===== src/design/assert_macros.svh =====
// Assertion macros for the RTL, used by kmw_datapath.
// Depends on nothing; simulation builds see the checks, SYNTH builds see empty bodies.
`ifndef ASSERT_MACROS_SVH
`define ASSERT_MACROS_SVH
`ifndef SYNTH
`define KMW_ASSERT_ALWAYS(lbl, clk, rstn, expr) \
    lbl: assert property (@(posedge clk) disable iff (!(rstn)) (expr)) \
        else $error("KMW_ASSERT_ALWAYS failed");
`define KMW_ASSERT_IMPLY(lbl, clk, rstn, ante, cons) \
    lbl: assert property (@(posedge clk) disable iff (!(rstn)) (ante) |-> (cons)) \
        else $error("KMW_ASSERT_IMPLY failed");
`else
`define KMW_ASSERT_ALWAYS(lbl, clk, rstn, expr)
`define KMW_ASSERT_IMPLY(lbl, clk, rstn, ante, cons)
`endif
`endif


===== src/design/kmw_pkg.sv =====
// Package for the Kruskal spanning-forest block: default sizes and the
// command / status structs between controller and datapath. No dependencies.
`default_nettype none
package kmw_pkg;
    localparam int KMW_MAX_NODES = 256;
    localparam int KMW_MAX_EDGES = 4096;
    localparam int KMW_NC_W      = 9;   // node_count register width
    localparam int KMW_TOTAL_W   = 40;
    localparam int KMW_TAKEN_W   = 8;

    typedef struct packed {
        logic load;
        logic start;
        logic init_wr;
        logic pass_begin;
        logic run_begin;
        logic run_end;
        logic merge;
        logic edge_begin;
        logic edge_take;
        logic edge_skip;
        logic edge_next;
        logic find_ck;
        logic cmp_done;
        logic cmp_wr;
        logic unite;
        logic finish;
        logic sel_b;
    } t_cmd;

    typedef struct packed {
        logic width_lt_cnt;
        logic lo_lt_cnt;
        logic node_last;
        logic merge_last;
        logic edge_end;
        logic stop;
        logic out_range;
        logic is_root;
        logic x_at_root;
        logic same_set;
        logic out_busy;
    } t_sts;
endpackage
`default_nettype wire


===== src/design/kmw_ctrl.sv =====
// Controller FSM: load, set init, merge-sort passes, union-find walk, result.
// Depends on kmw_pkg.
`default_nettype none
module kmw_ctrl
    import kmw_pkg::*;
(
    input  wire logic i_clk,
    input  wire logic i_rst_n,
    input  wire logic i_in_valid,
    input  wire logic i_in_last,
    output logic      o_in_ready,
    output t_cmd      o_cmd,
    input  wire t_sts i_sts
);
    typedef enum logic [14:0] {
        S_IDLE   = 15'h0001,
        S_INIT   = 15'h0002,
        S_PASS   = 15'h0004,
        S_RUN    = 15'h0008,
        S_RD     = 15'h0010,
        S_MRG    = 15'h0020,
        S_EDGE   = 15'h0040,
        S_ECHK   = 15'h0080,
        S_FND_RD = 15'h0100,
        S_FND_CK = 15'h0200,
        S_CMP_RD = 15'h0400,
        S_CMP_WR = 15'h0800,
        S_SZ_RD  = 15'h1000,
        S_UNION  = 15'h2000,
        S_FIN    = 15'h4000
    } t_state;

    t_state r_state, n_state;
    logic   r_opb, n_opb;
    logic   acc;

    assign o_in_ready = (r_state == S_IDLE);
    assign acc        = i_in_valid && o_in_ready;

    always_comb begin
        n_state = r_state;
        n_opb   = r_opb;
        o_cmd   = '0;
        o_cmd.sel_b = r_opb;
        unique case (r_state)
            S_IDLE: begin
                o_cmd.load = acc;
                if (acc && i_in_last) begin
                    o_cmd.start = 1'b1;
                    n_state = S_INIT;
                end
            end
            S_INIT: begin
                o_cmd.init_wr = 1'b1;
                if (i_sts.node_last) n_state = S_PASS;
            end
            S_PASS: begin
                if (i_sts.width_lt_cnt) begin
                    o_cmd.pass_begin = 1'b1;
                    n_state = S_RUN;
                end else begin
                    o_cmd.edge_begin = 1'b1;
                    n_state = S_EDGE;
                end
            end
            S_RUN: begin
                if (i_sts.lo_lt_cnt) begin
                    o_cmd.run_begin = 1'b1;
                    n_state = S_RD;
                end else begin
                    o_cmd.run_end = 1'b1;
                    n_state = S_PASS;
                end
            end
            S_RD: n_state = S_MRG;
            S_MRG: begin
                o_cmd.merge = 1'b1;
                n_state = i_sts.merge_last ? S_RUN : S_RD;
            end
            S_EDGE: n_state = i_sts.edge_end ? S_FIN : S_ECHK;
            S_ECHK: begin
                priority if (i_sts.stop) begin
                    n_state = S_FIN;
                end else if (i_sts.out_range) begin
                    o_cmd.edge_skip = 1'b1;
                    n_state = S_EDGE;
                end else begin
                    o_cmd.edge_take = 1'b1;
                    n_opb   = 1'b0;
                    n_state = S_FND_RD;
                end
            end
            S_FND_RD: n_state = S_FND_CK;
            S_FND_CK: begin
                o_cmd.find_ck = 1'b1;
                n_state = i_sts.is_root ? S_CMP_RD : S_FND_RD;
            end
            S_CMP_RD: begin
                if (i_sts.x_at_root) begin
                    o_cmd.cmp_done = 1'b1;
                    if (!r_opb) begin
                        n_opb   = 1'b1;
                        n_state = S_FND_RD;
                    end else begin
                        n_state = S_SZ_RD;
                    end
                end else begin
                    n_state = S_CMP_WR;
                end
            end
            S_CMP_WR: begin
                o_cmd.cmp_wr = 1'b1;
                n_state = S_CMP_RD;
            end
            S_SZ_RD: begin
                if (i_sts.same_set) begin
                    o_cmd.edge_next = 1'b1;
                    n_state = S_EDGE;
                end else begin
                    n_state = S_UNION;
                end
            end
            S_UNION: begin
                o_cmd.unite = 1'b1;
                n_state = S_EDGE;
            end
            S_FIN: begin
                if (!i_sts.out_busy) begin
                    o_cmd.finish = 1'b1;
                    n_state = S_IDLE;
                end
            end
            default: n_state = S_IDLE;
        endcase
    end

    always_ff @(posedge i_clk) begin
        if (!i_rst_n) begin
            r_state <= S_IDLE;
            r_opb   <= 1'b0;
        end else begin
            r_state <= n_state;
            r_opb   <= n_opb;
        end
    end
endmodule
`default_nettype wire


===== config.mk =====
export PLATFORM = sky130hd
export DESIGN_NAME = kmw_ctrl
export DESIGN_NICKNAME = d
export VERILOG_FILES = /design/src/design/assert_macros.svh /design/src/design/kmw_pkg.sv /design/src/design/kmw_ctrl.sv
export SDC_FILE = /design/constraint.sdc
export NUM_CORES = 1
export LEC_CHECK = 0
export ABC_AREA = 0
export BUFFER_PORTS_ARGS = -buffer_cell sky130_fd_sc_hd__buf_2
export CAP_MARGIN = 20
export CORE_UTILIZATION = 51
export CTS_CLUSTER_DIAMETER = 40
export DETAILED_ROUTE_END_ITERATION = 10
export GPL_ROUTABILITY_DRIVEN = 0
export PLACE_DENSITY_LB_ADDON = 0.1
export RECOVER_POWER = 100
export SETUP_SLACK_MARGIN = 0.15
export SLEW_MARGIN = 20
export SYNTH_ARGS = -nofsm -noshare
export SYNTH_HDL_FRONTEND = slang
export SYNTH_SLANG_ARGS = --single-unit

===== constraint.sdc =====
create_clock -name i_clk -period 3.04 [get_ports i_clk]
set_input_delay 0.152 -clock i_clk [delete_from_list [all_inputs] [get_ports i_clk]]
set_output_delay 0.152 -clock i_clk [all_outputs]
set_load 0.03 [all_outputs]

==> results of run 1 <==
==> cell type report <==
class                      instances  area, sq um
fill                             212        869.6
multi-input combinational        107        762.0
sequential                        16        320.3
timing repair buffer              34        158.9
tap                               28        35.03
clock buffer                       3        22.52
inverter                           6        22.52
==> cells in the mapped netlist, drive strengths merged (2+ instances only) <==
master	instances	area share, %
nand2	3	0.96
o21a	2	1.3
a21oi	4	1.7
o31a	2	1.5
xor2	4	3.0
or4b	2	1.7
nor4	9	9.2
nor3	9	3.8
nor4b	4	3.5
and3b	3	2.2
nand2b	3	1.6
inv	6	1.9
dfxtp	16	27
nor2	9	2.9
nand3	7	3.0
a22oi	2	1.3
and2b	3	1.9
or4	5	3.8
buf	4	3.0
nor2b	8	4.3
and3	2	1.1
o221a	2	1.9
clkbuf	9	2.9
nor3b	4	3.0
o21ai	8	3.4
and2	3	1.8
==> critical path: cells and delay by family (launching register included) <==
family                 cells  cell delay, ns
and+or+nand+nor            4            1.76
buffers and inverters      1            0.22
DFF                        1            0.39
==> worst max-delay path by stage <==
stage	to	slack (ns)	depth (start not counted)
global placement	o_cmd[9]	0.64	6
finish	o_cmd[4]	0.22	5
CTS	o_cmd[9]	0.25	6
detailed placement	o_cmd[9]	0.57	6
floorplan	r_state[4]$_SDFFE_PN0P_	0.17	6
global route	o_cmd[13]	0.09	6
==> registers in the layout, indices dropped and copies added (netlist names) <==
signal	cells
r_opb	1
r_state	15
==> what timing repair did <==
item                                    4_1_cts  5_1_grt
endpoints found under the setup margin        0        3
setup buffers                                 0        2
gates resized for setup                       0        1
==> power by group through the flow <==
| stage | registers (mW) | logic (mW) | clock network [mW] |
|---|---|---|---|
| finish | 0.218 | 0.0847 | 0.110 |
| detailed placement | 0.223 | 0.0883 | 0 |
| global placement | 0.223 | 0.0867 | 0 |
| global route | 0.219 | 0.0932 | 0.123 |
| floorplan | 0.220 | 0.0718 | 0 |
| CTS | 0.218 | 0.0888 | 0.114 |
==> cell families after synthesis <==
family | Yosys count | share of synthesized area, %
buf+inv | 19 | 7.774
flops | 16 | 27.26
xor+xnor | 5 | 3.727
simple gates | 78 | 47.50
compound gates | 24 | 13.74
==> metrics by stage <==
| step | power (mW) | setup slack [ns] | hold WS [ns] | cells | instance area (sq um) |
|---|---|---|---|---|---|
| global placement | 0.3095 | 0.6364 | 0.3352 | 189 | 1301 |
| CTS | 0.4212 | 0.2486 | 0.02939 | 192 | 1324 |
| global route | 0.4346 | 0.08543 | 0.02680 | 194 | 1321 |
| detailed placement | 0.3114 | 0.5697 | 0.3367 | 189 | 1301 |
| finish | 0.4126 | 0.2234 | 0.03477 | 194 | 1321 |
| floorplan | 0.2915 | 0.1700 | 0.2284 | 142 | 1175 |
==> per-layer routing <==
layer,track usage [%],wire (microns)
met4,6.667,27
met3,5.556,99
met5,0,0
met1,28.17,1251
met2,42.22,1413
==> results_dict.tcl, run 1 <==
set metrics [dict create \
    status "completed" \
    cp_max_fo 9 \
    initialDrtViolationCount 14 \
    powerDensity_nw_per_um2 312.3 \
    dieArea_sq_um 2500 \
    power_frac_seq_pct 52.8 \
    grt_use_total_pct 23.88 \
    min_period_ns 2.817 \
    hpwl_mm 2.075 \
    holdPathEnd "r_state[7]$_SDFFE_PN0P_" \
    syn_area_sq_um 1175 \
    cp-startpoint "r_state[1]$_SDFFE_PN0P_" \
    overflow 0 \
    clkTransAtPathRegs_ns 0.09 \
    report.final.slew_viol_count 0 \
    syn_to_final_growth_pct 12.46 \
    fmax_mhz 355.0 \
    slew_headroom_pct 71.94 \
    power_frac_comb_pct 20.5 \
    crit_path_end_kind "output port" \
    hp-start "i_sts[6]" \
    coreArea_sq_um 2191 \
    antenna_found_initial 0 \
    antenna_left 0 \
    async_reset_ff_share_pct 0 \
    critical_path_class "reg -> out" \
    drc 0 \
    critPathMaxStageDelay_ns 0.71 \
    yosysWarnings 0 \
    skew_ns 0.008893 \
    rsz0062_at_grt "no" \
    yosysSeqAreaShare_pct 27.26 \
    start_util_pct 53.63 \
    cellLeakagePower_nw 0.5495 \
    grt_pass1_wl_mm 4.629 \
    num_vias 1152 \
    drt-total-wl_mm 2.792 \
    insertion_delay_ns 0.29 \
    io_buffers 32 \
    r2r_start "r_state[1]$_SDFFE_PN0P_" \
    layout-drive-gt1-share_pct 19.88 \
    final_nets 183 \
    fin_tns_setup_ns 0 \
    ff2ff_path_depth 6 \
    first_pass_iters 4 \
    wl_per_cell_microns 14.39 \
    max-cap-violations 0 \
    fp.dieH_microns 50.00 \
    holdCritPathClass "in -> reg" \
    hold_depth 2 \
    crit_arrival_ns 2.66 \
    cp-start-kind "flop" \
    rows 17 \
    period_share_pct 92.65 \
    h-tree-depth 1 \
    numCtsBuffers 3 \
    cp_common_cell "or4_1" \
    grt_pass1_vias 1084 \
    cts_tree "done" \
    synth_edf_count 0 \
    reg2reg_setup_slack_ns 0.57 \
    ys_seq_elements 16 \
    switchingPower_uw 122.2 \
    layout_commonest_cell "dfxtp_1" \
    clockPowerShare_pct 26.6 \
    ctsHoldBuffers 0 \
    slowest_stage "or4_1" \
    crit_path_cell_trace "or4_1, or4_1, nor4_4, and2_0, clkbuf_2" \
    cts_buffer_depth 2 \
    antenna_cells 0 \
    mostFrequentLayoutCells "16 x dfxtp_1, 14 x buf_2, 13 x clkbuf_1" \
    finalSetupViolCount 0 \
    ios 33 \
    worstMarginPinSlew_ns 0.4204 \
    grt_max_degree 16 \
    p_int_uw 290.5 \
    syn-num-nets 157 \
    reg2reg_to "r_state[8]$_SDFFE_PN0P_" \
    die_width_microns 50.00 \
    viasPerCell 5.938 \
    postLayoutCoreUtil_pct 60.31 \
    finalHoldViolCount 0 \
    required_ns 2.89 \
    p_sw_share_pct 29.61 \
    cts-root-buf "clkbuf_4" \
    synth.distinct_cells 44 \
    cts.sink_count 16 \
    vdd_drop_max_mv 0.2711 \
    syn_area_per_cell_sq_um 8.274 \
    syn_inst 142 \
    synth_flop_cell "dfxtp_1" \
]
Note: power is estimated with default switching activity, not from simulation.
==> run 2, diff against run 1 <==
--- a/config.mk
+++ b/config.mk
@@ -8,7 +8,9 @@
 export ABC_AREA = 0
 export BUFFER_PORTS_ARGS = -buffer_cell sky130_fd_sc_hd__buf_2
 export CAP_MARGIN = 20
-export CORE_UTILIZATION = 51
+export CELL_PAD_IN_SITES_DETAIL_PLACEMENT = 0
+export CELL_PAD_IN_SITES_GLOBAL_PLACEMENT = 1
+export CORE_UTILIZATION = 40
 export CTS_CLUSTER_DIAMETER = 40
 export DETAILED_ROUTE_END_ITERATION = 10
 export GPL_ROUTABILITY_DRIVEN = 0
==> constraint.sdc (replaced) <==
create_clock -name i_clk -period 3.4 [get_ports i_clk]
set_input_delay 0.17 -clock i_clk [delete_from_list [all_inputs] [get_ports i_clk]]
set_output_delay 0.17 -clock i_clk [all_outputs]
set_load 0.03 [all_outputs]
==> run 2 against run 1 <==
- combinational power shrank 13%
- sequential power shrank 11%
- sequential share of layout area grew 0.66 points
- clock power grew 16%
- setup slack gained 0.15 ns
- final cell count grew 1.0%
- sequential cell count is the same
- clock-buffer cell count grew 1
- critical path type unchanged
- largest power group unchanged
==> results_dict.tcl, run 2 (synthesis results as in run 1) <==
set metrics [dict create \
    fin_tns_setup_ns 0 \
    hold_depth 2 \
    top_regs "r_state x15, r_opb x1" \
    drt-total-wl_mm 2.626 \
    holdCritPathClass "in -> reg" \
    switchingPower_uw 112.4 \
    hpwl_mm 2.033 \
    antenna_left 0 \
    crit_path_cell_trace "or4_1, or4_1, nor4_1, and2_2, buf_2" \
    layout-drive-gt1-share_pct 16.36 \
    io_buffers 32 \
    cts_tree "done" \
    slowest_stage "or4_1" \
    critical_path_class "reg -> out" \
    dp_cells 192 \
    cellLeakagePower_nw 0.5322 \
    slew_headroom_pct 61.84 \
    grt_pass1_vias 992 \
    cp-start-kind "flop" \
    coreArea_sq_um 2758 \
    clockPowerShare_pct 32.2 \
    largest_reg_flops 15 \
    finalHoldViolCount 0 \
    viasPerCell 5.622 \
    cts.sink_count 16 \
    antenna_found_initial 0 \
    worstMarginPinSlew_ns 0.5671 \
    initialDrtViolationCount 30 \
    postLayoutCoreUtil_pct 46.64 \
    ios 33 \
    num_vias 1102 \
    rows 19 \
    met1_usage_pct 24.89 \
    die_width_microns 56.20 \
    required_ns 3.23 \
    instances_no_fill 196 \
    numCtsBuffers 3 \
    cp_common_cell "or4_1" \
    status "completed" \
    dieArea_sq_um 3158 \
    rsz0062_at_grt "no" \
    p_sw_share_pct 28.38 \
    met3_usage_pct 3.023 \
    cts_resized 0 \
    powerDensity_nw_per_um2 307.8 \
    ff2ff_path_depth 6 \
    ctsHoldBuffers 0 \
    insertion_delay_ns 0.29 \
    antenna_cells 0 \
    report.final.slew_viol_count 0 \
    grt_pass1_wl_mm 4.429 \
    min_period_ns 3.025 \
    wl_per_cell_microns 13.40 \
    grt_use_total_pct 17.62 \
    fmax_mhz 330.6 \
    grt_max_degree 16 \
    finalSetupViolCount 0 \
    fp.dieH_microns 56.20 \
    use_met2_pct 27.38 \
    cts-root-buf "clkbuf_4" \
    crit_arrival_ns 2.85 \
    power_frac_comb_pct 18.6 \
    skew_ns 0.009296 \
    h-tree-depth 1 \
    period_share_pct 88.96 \
    grt_busiest_layer "met2" \
    syn_to_final_growth_pct 9.478 \
    start_util_pct 42.60 \
    overflow 0 \
    drc 0 \
    mostFrequentLayoutCells "16 x buf_2, 16 x clkbuf_1, 16 x dfxtp_1" \
    cts_buffer_depth 2 \
    critPathMaxStageDelay_ns 0.71 \
    max-cap-violations 0 \
    fillers 297 \
    clkTransAtPathRegs_ns 0.10 \
    power_frac_seq_pct 49.2 \
    crit_path_end_kind "output port" \
    first_pass_iters 4 \
    p_int_uw 283.6 \
    post-cts-setup-buffer-count 0 \
    largest_register "r_state" \
    cp_max_fo 9 \
    final_nets 181 \
    vdd_drop_max_mv 0.2297 \
]
## run 2: critical path: cells and delay by family, from the launching register on
family / cells / cell delay, ns
and+or+nand+nor: 4 / 1.98
DFF: 1 / 0.39
buffers and inverters: 1 / 0.19
## run 2: final cells by class
type                            count  area (sq um)  area share, %
Inverter                            6         22.52          1.751
Clock buffer                        4         36.28          2.821
Tap cell                           31         38.79          3.016
Multi-Input combinational cell    107         728.2          56.61
Sequential cell                    16         320.3          24.90
Timing Repair Buffer               32         140.1          10.89
## run 2: routing by layer
metal | wire [microns] | share of wire, %
met5 | 0 | 0
met4 | 31 | 1.2
met3 | 96 | 3.7
met2 | 1088 | 41
met1 | 1410 | 54
## run 2: path summary, 6_finish.rpt
kind | from | end | slack (ns)
max | r_state[1]$_SDFFE_PN0P_ | o_cmd[4] | 0.38
min | i_sts[6] | r_state[7]$_SDFFE_PN0P_ | 0.06
max reg2reg | r_state[1]$_SDFFE_PN0P_ | r_state[8]$_SDFFE_PN0P_ | 0.74
min reg2reg | r_opb$_SDFFE_PN0P_ | r_state[12]$_SDFFE_PN0P_ | 0.54
## run 2: through the flow
| stage | setup WS (ns) | total power [mW] | area, sq um | hold slack, ns |
|---|---|---|---|---|
| finish | 0.3752 | 0.3959 | 1286 | 0.06405 |
| global route | 0.2022 | 0.4183 | 1286 | 0.05503 |
| CTS | 0.6070 | 0.4071 | 1341 | 0.05007 |
| detailed placement | 0.9428 | 0.2786 | 1305 | 0.3640 |
| global placement | 0.9948 | 0.2786 | 1305 | 0.3546 |
| floorplan | 0.5300 | 0.2607 | 1175 | 0.2464 |
## run 2: power groups by stage
stage | Combinational [mW] | Sequential (mW) | Clock [mW]
after floorplan | 0.0642 | 0.196 | 0
after global placement | 0.0791 | 0.200 | 0
after detailed placement | 0.0794 | 0.199 | 0
after CTS | 0.0798 | 0.195 | 0.132
after global routing | 0.0810 | 0.196 | 0.141
final | 0.0736 | 0.195 | 0.128
